==> src/rtl/tcb_pkg.sv <==
`timescale 1ns / 1ps
`default_nettype none
// ----------------------------------------------------------------------------
// tcb_pkg
// Shared types, codes and helpers for the transpose and clip buffer.
// ----------------------------------------------------------------------------
package tcb_pkg;

	localparam int TCB_DEPTH = 65536;

	localparam int DIM_W    = 13;      // raw dimension register width
	localparam int POS_W    = 12;      // block / sample position counters
	localparam int PROD_W   = 25;      // rows * cols, up to 4096 * 4096
	localparam int DATA_W   = 16;
	localparam int CFG_IW   = 3;
	localparam int STATUS_W = 2;

	localparam logic [DIM_W-1:0] MAX_DIM = DIM_W'(4096);

	// configuration register indexes
	localparam logic [CFG_IW-1:0] CFG_ROW_COUNT     = 3'd0;
	localparam logic [CFG_IW-1:0] CFG_COL_COUNT     = 3'd1;
	localparam logic [CFG_IW-1:0] CFG_LOW_LIMIT     = 3'd2;
	localparam logic [CFG_IW-1:0] CFG_HIGH_LIMIT    = 3'd3;
	localparam logic [CFG_IW-1:0] CFG_FILL_VALUE    = 3'd4;
	localparam logic [CFG_IW-1:0] CFG_CEILING_VALUE = 3'd5;

	// item modes
	localparam logic MODE_LOAD  = 1'b0;
	localparam logic MODE_DRAIN = 1'b1;

	// result status codes
	localparam logic [STATUS_W-1:0] ST_PASS = 2'd0;
	localparam logic [STATUS_W-1:0] ST_FILL = 2'd1;
	localparam logic [STATUS_W-1:0] ST_CEIL = 2'd2;

	typedef struct packed {
		logic signed [DATA_W-1:0] low_limit;
		logic signed [DATA_W-1:0] high_limit;
		logic signed [DATA_W-1:0] fill_value;
		logic signed [DATA_W-1:0] ceiling_value;
	} tcb_limits_t;

	// control that travels with a store read
	typedef struct packed {
		logic valid;
		logic last;
	} tcb_rd_t;

	// zero dimension counts as 1, oversized clamps to 4096
	function automatic logic [DIM_W-1:0] dim_of(input logic [DIM_W-1:0] raw);
		logic [DIM_W-1:0] d;
		if (raw == '0) begin
			d = DIM_W'(1);
		end else if (raw > MAX_DIM) begin
			d = MAX_DIM;
		end else begin
			d = raw;
		end
		return d;
	endfunction

endpackage
`default_nettype wire

==> src/rtl/tcb_clip.sv <==
`timescale 1ns / 1ps
`default_nettype none
// ----------------------------------------------------------------------------
// tcb_clip
// Limit substitution on a value read from the grid store, with the result
// register that drives the output strobe.
// ----------------------------------------------------------------------------
module tcb_clip (
	input  wire logic                             clk,
	input  wire logic                             arst_n,
	input  wire tcb_pkg::tcb_rd_t                 rd,
	input  wire logic signed [tcb_pkg::DATA_W-1:0] rd_data,
	input  wire tcb_pkg::tcb_limits_t             limits,
	output logic                                  strobe,
	output logic signed [tcb_pkg::DATA_W-1:0]     value,
	output logic [tcb_pkg::STATUS_W-1:0]          status,
	output logic                                  last
);
	import tcb_pkg::*;

	logic signed [DATA_W-1:0] value_d;
	logic [STATUS_W-1:0]      status_d;
	logic                     strobe_q;
	logic signed [DATA_W-1:0] value_q;
	logic [STATUS_W-1:0]      status_q;
	logic                     last_q;

	// low limit wins over high limit when both apply
	always_comb begin
		if (rd_data < limits.low_limit) begin
			value_d  = limits.fill_value;
			status_d = ST_FILL;
		end else if (rd_data > limits.high_limit) begin
			value_d  = limits.ceiling_value;
			status_d = ST_CEIL;
		end else begin
			value_d  = rd_data;
			status_d = ST_PASS;
		end
	end

	always_ff @(posedge clk or negedge arst_n) begin
		if (!arst_n) begin
			strobe_q <= 1'b0;
		end else begin
			strobe_q <= rd.valid;
		end
	end

	always_ff @(posedge clk) begin
		if (rd.valid) begin
			value_q  <= value_d;
			status_q <= status_d;
			last_q   <= rd.last;
		end
	end

	assign strobe = strobe_q;
	assign value  = value_q;
	assign status = status_q;
	assign last   = last_q;

endmodule
`default_nettype wire

==> config.mk <==
export PLATFORM = sky130hd
export DESIGN_NAME = tcb_clip
export DESIGN_NICKNAME = d
export VERILOG_FILES = /design/src/rtl/tcb_pkg.sv /design/src/rtl/tcb_clip.sv
export SDC_FILE = /design/constraint.sdc
export NUM_CORES = 1
export LEC_CHECK = 0
export ABC_CLOCK_PERIOD_IN_PS = 800
export BUFFER_PORTS_ARGS = -buffer_cell sky130_fd_sc_hd__buf_4
export CORE_MARGIN = 4
export CORE_UTILIZATION = 47
export CTS_CLUSTER_SIZE = 40
export DETAILED_ROUTE_END_ITERATION = 16
export PLACE_DENSITY_LB_ADDON = 0.1
export SYNTH_ARGS = -nofsm -noshare
export SYNTH_HDL_FRONTEND = slang
export SYNTH_SLANG_ARGS = --single-unit
==> constraint.sdc <==
create_clock -name clk -period 0.8 [get_ports clk]
set_input_delay 0.04 -clock clk [delete_from_list [all_inputs] [get_ports clk]]
set_output_delay 0.04 -clock clk [all_outputs]
set_load 0.01 [all_outputs]
# Word-level counts from Yosys, hierarchy flattened
# Cells that the tools add are included.
[totals]
reg_bits = 20
latch_bits = 0
mem_bits_rw = 0
romBits = 0
input_bits = 84
out_inout_bits = 20
elab_cells = 9
n_memories = 0
[classes]
add_sub_neg = 0
n_mul = 0
n_div = 0
order_cmp = 2
n_eq_ne = 0
shift = 0
n_mux = 3
n_bitwise = 0
reduce_logical = 0
[ops]
columns = ["op", "count"]
rows = [
  ["16-bit two-way mux", 2],
  ["16-bit greater-than comparator", 1],
  ["16-bit less-than comparator", 1],
  ["2-bit two-way mux", 1],
]

# Logic depth before layout (Yosys ltp)
[logic_depth]
ltp_word = 3
depth_mapped = 11
depth_no_buf = 8

# Worst setup path before layout
# OpenSTA, ideal clock, no wires.
[synth_timing]
path_type = "input to register"
from = "in limits[63] (netlist bit)"
to = "reg value_q[10], in the netlist value[10] (data pin)"
setup_ps = 264
t_arrival_ps = 1745
required_time_ps = 536
slack_ps = -1209
stages = 8
path_buffers = 1
path_cell_list = "inv_1 -> ha_1 -> nand4_1 -> or3_1 -> o31a_1 -> a32oi_4 -> buf_2 -> a31oi_1"
[synth_between]
elab_chain_cells = 2
[synth_lines]
columns = ["item", "line", "rtl"]
rows = [
  ["from (decl)", "tcb_clip.sv:13", "input wire tcb_pkg::tcb_limits_t limits,"],
  ["16-bit less-than comparator", "tcb_clip.sv:30", "if (rd_data < limits.low_limit) begin"],
  ["16-bit two-way mux", "tcb_clip.sv:30", ""],
  ["via value_d[10]", "tcb_clip.sv:21", "logic signed [DATA_W-1:0] value_d;"],
  ["to (signal assigned)", "tcb_clip.sv:52", "value_q <= value_d;"],
  ["to (decl)", "tcb_clip.sv:24", "logic signed [DATA_W-1:0] value_q;"],
]
# The timed path passes the listed nets, and every way through them passes these cells.
# A chain may end at the register's enable or synchronous reset.

# Worst setup path after layout
[layout_timing]
from = "in rd_data[12] (netlist bit)"
to = "reg value_q[15], in the netlist value[15] (data pin)"
[layout_between]
elab_chain_cells = 3
elab_cells_between_ends = 4
classes_between = "2 x order compare; 2 x mux"
[layout_lines]
columns = ["item", "line", "rtl"]
rows = [
  ["from (decl)", "tcb_clip.sv:12", "input wire logic signed [tcb_pkg::DATA_W-1:0] rd_data,"],
  ["16-bit greater-than comparator", "tcb_clip.sv:33", "end else if (rd_data > limits.high_limit) begin"],
  ["16-bit two-way mux", "tcb_clip.sv:33", ""],
  ["16-bit two-way mux (*)", "tcb_clip.sv:30", ""],
  ["via value_d[15]", "tcb_clip.sv:21", ""],
]
# The timed path passes the listed nets; every way through them passes the cells marked *.

==> flow_results.org <==
** Status
- Outcome :: complete, but fails checks
- The checks that failed: setup timing.

** Synth
- Yosys printed 0 warnings.
- Number of nets produced by synthesis :: 357
- Synthesis handed over a netlist of 242 instances.
- After synthesis, the mean cell area works out to 8.54 um2.
- The number of different library cells used by synthesis comes to 34.
- After synthesis the netlist holds a flip-flop and latch count of 20.
- Portion of the post-synthesis area used by sequential elements :: 0.288
- Summing every instance area after synthesis gives 0.00207 mm2.

** CTS
- After clock tree synthesis, the clock-pin slew on the worst setup and hold paths is ~0.080 ns.
- CTS built an H-tree with a depth of 1.
- CTS tree :: built
- The clock passes through at most 2 buffers.
- The number of clock buffers added by TritonCTS is 3.
- Clk root buf :: clkbuf_8
- Sink Count :: 20

** Power
- Tot Pwr :: 4780 uW
- For this design the ratio of total power to cell area is 1260 mW/mm2.
- For this design the static power due to leakage is ~0.0017 uW.
- The worst-case IR drop observed on VDD is 0.000680 V.

** Route
- Across all layers, the routed design uses 2607 vias.
- For this run, design rule violations remaining after detail routing come to 0.
- The first detailed-routing pass ran for 5 iterations.
- The detail route stage leaves a number of antenna-violating nets equal to 0.
- Starting DRT DRC Count :: 455
- Via/cell ratio :: 6.18
- The final layout contains routed wiring with a total length of 9370 um.
- Mean routed wirelength per cell :: between 20 and 25 um

** GRT
- In the global route stage, met2 resource usage came out at 0.468.
- Entering global routing, the biggest net connects 35 pins.
- The first global-routing pass estimated ~11000 um of wire.
- The via count of the first global-routing pass was 2387.
- Antenna violations before repair :: 0
- For this run, global-route usage on met3 was measured as 0.0176.
- Global-route congestion overflow total :: 0
- For this run, global-route usage on met1 was measured as 0.306.
- Overall routing resource usage :: 0.251
- Highest-utilization routing layer at the global route stage :: met2

** Cells and area
- Once layout is complete, the utilization of the core stands at 0.923.
- Commonest non-fill, non-tap cells in the layout :: buf_4, nor2_1, buf_6
- The number of antenna diodes in the final layout is 0.
- Area growth from synthesis to layout :: 83.8%
- Leaving out fill and tap cells, the most frequent cell in the layout is buf_4.
- After the flow finishes, the layout carries non-filler instances totaling roughly 420.
- In the final design database the tool counted 488 nets.
- Layout cell share with drive strength beyond 1 :: 0.551

** Critical path
- CP max FO :: 16
- The number of buffers and inverters on the critical path is 3.
- Data on the critical path arrives at its endpoint at 2.07 ns.
- STA classifies the critical path endpoint as a flop.
- Cells traversed along the worst timing path :: buf_4 -> ha_1 -> nand4_1 -> or3_1 -> o31a_1 -> a32oi_4 -> buf_12 -> clkbuf_16 -> nor2_1 -> a31oi_1
- CP max stage delay :: between 0.3 and 0.4 ns
- The worst setup path is launched from an input pin.
- The worst setup path is of the in2reg kind.
- The cell family contributing the most delay on the critical path is compound AO/OA/AOI/OAI gates.
- Slowest cell on the critical path :: or3_1
- For the worst setup path, the data required time is approximately 0.90 ns.

** STA
- At the pin with the least slew margin, the transition time is 0.445 ns.
- Final Hold Vio Count :: 0
- Number of failing setup endpoints in the final timing report :: 38
- Final period demand of the worst path :: 1.97 ns
- Setup repair after global routing missed its margin :: yes
- Maximum frequency from static timing analysis :: 508 MHz
- After routing, the total negative slack on setup checks comes to -20.47 ns.
- Worst rel slew slack :: 0.700
- Hold is met by 0.0460 ns.
- Fin crit share :: 2.46
- The final max-slew violation count came to 0.
- Once routing completed, OpenROAD measured the worst setup slack at -1.17 ns.

** Place
- At the end of routability-driven placement, the weighted congestion stood at 0.803.
- After detailed placement, the design holds a cell count of 410.
- Detailed placement ended at an HPWL of ~5400 um.
- Buffers placed on the I/O ports in this run total 103.

** Floorplan
- Die W :: 74.3 um
- Number of core rows :: 23
- The die covers 0.00552 mm2.
- Pin placement for this block handled between 100 and 150 I/O pins.
- Initial standard-cell utilization of the core :: 0.502
- Area of the core :: 0.00412 mm2
- Die outline height :: 74.3 um

** Min path
- The min-delay analysis places its worst path in the category in2reg.

** Job
- The tool flagged a number of max-cap violations equal to 0.
==> cell type report <==
type / instances / area (um2)
clock buffer: 4 / 55.1
timing repair buffer: 138 / 1260
sequential: 20 / 596
fill: 156 / 318
inverter: 33 / 164
multi-input combinational: 177 / 1660
tap: 50 / 62.6
==> layer usage <==
layer | part of all wire | wire [um]
met1 | 0.36 | 3330
met2 | 0.50 | 4660
met3 | 0.095 | 892
met4 | 0.052 | 487
met5 | 0 | 0
==> per-stage QoR <==
stage               setup WS (ns)  area (um2)
finish                      -1.17        3800
global placement            -1.21        3380
floorplan                   -1.07        2400
detailed placement          -1.27        3380
CTS                        -0.954        3600
global route                -1.23        3800
==> state kept, by name (all words and copies together), names as in the netlist <==
register	cells
value	16
status	2
last	1
strobe	1
==> worst paths after layout <==
path,startpoint,end,cells past startpoint,slack [ns]
max,rd_data[12],value[15],10,-1.17
min,rd[1],strobe,1,0.05
max in group asynchronous,arst_n,strobe,2,0.63
min in group asynchronous,arst_n,strobe,2,0.08
==> cells by family after synthesis <==
group,count (synthesis),synth area share
flops,20,0.288
buf+inv,45,0.0957
fa+ha+maj,31,0.188
compound gates,58,0.189
mux,16,0.0775
simple gates,72,0.162
==> cell usage after synthesis <==
master,count,area share
a2111oi_0,2,0.0085
buf_6,2,0.011
dfrtp_1,1,0.012
nand4_1,4,0.012
nor2_1,39,0.071
inv_1,32,0.058
inv_2,1,0.0018
a32oi_4,1,0.013
buf_1,1,0.0018
a21oi_1,24,0.058
o31a_1,2,0.0085
or3_1,1,0.0030
ha_1,31,0.19
nor4_2,1,0.0061
a31oi_1,16,0.048
a21boi_2,1,0.0055
edfxtp_1,19,0.28
o211ai_1,1,0.0036
nand2_1,5,0.0091
a211oi_1,1,0.0036
a221o_1,1,0.0048
a21o_1,3,0.011
nor2b_1,1,0.0030
mux2i_1,16,0.078
o31ai_4,1,0.010
o21a_1,1,0.0036
buf_4,3,0.011
buf_2,2,0.0048
nand4_2,1,0.0061
o21ai_0,4,0.0097
nand3_1,17,0.041
and4_1,1,0.0042
nand2b_1,2,0.0061
clkbuf_1,4,0.0073
==> where the power goes <==
part / total (uW) / internal [uW] / leakage [uW] / switching [uW]
sequential: 1440 / 1350 / 0.000198 / 84.0
clock: 807 / 440 / 0.0000288 / 367
combinational: 2530 / 1330 / 0.00147 / 1200
==> what timing repair did <==
item / 4_1_cts / 5_1_grt
cloned: 0 / 3
pin swaps: 1 / 1
setup buffers: 1 / 2
setup endpoints to repair: 38 / 38
resized for setup: 32 / 22
endpoints found under the hold margin: 2 / 0
hold buffers: 2 / 0
No activity file was read; power rests on OpenSTA's default activity.
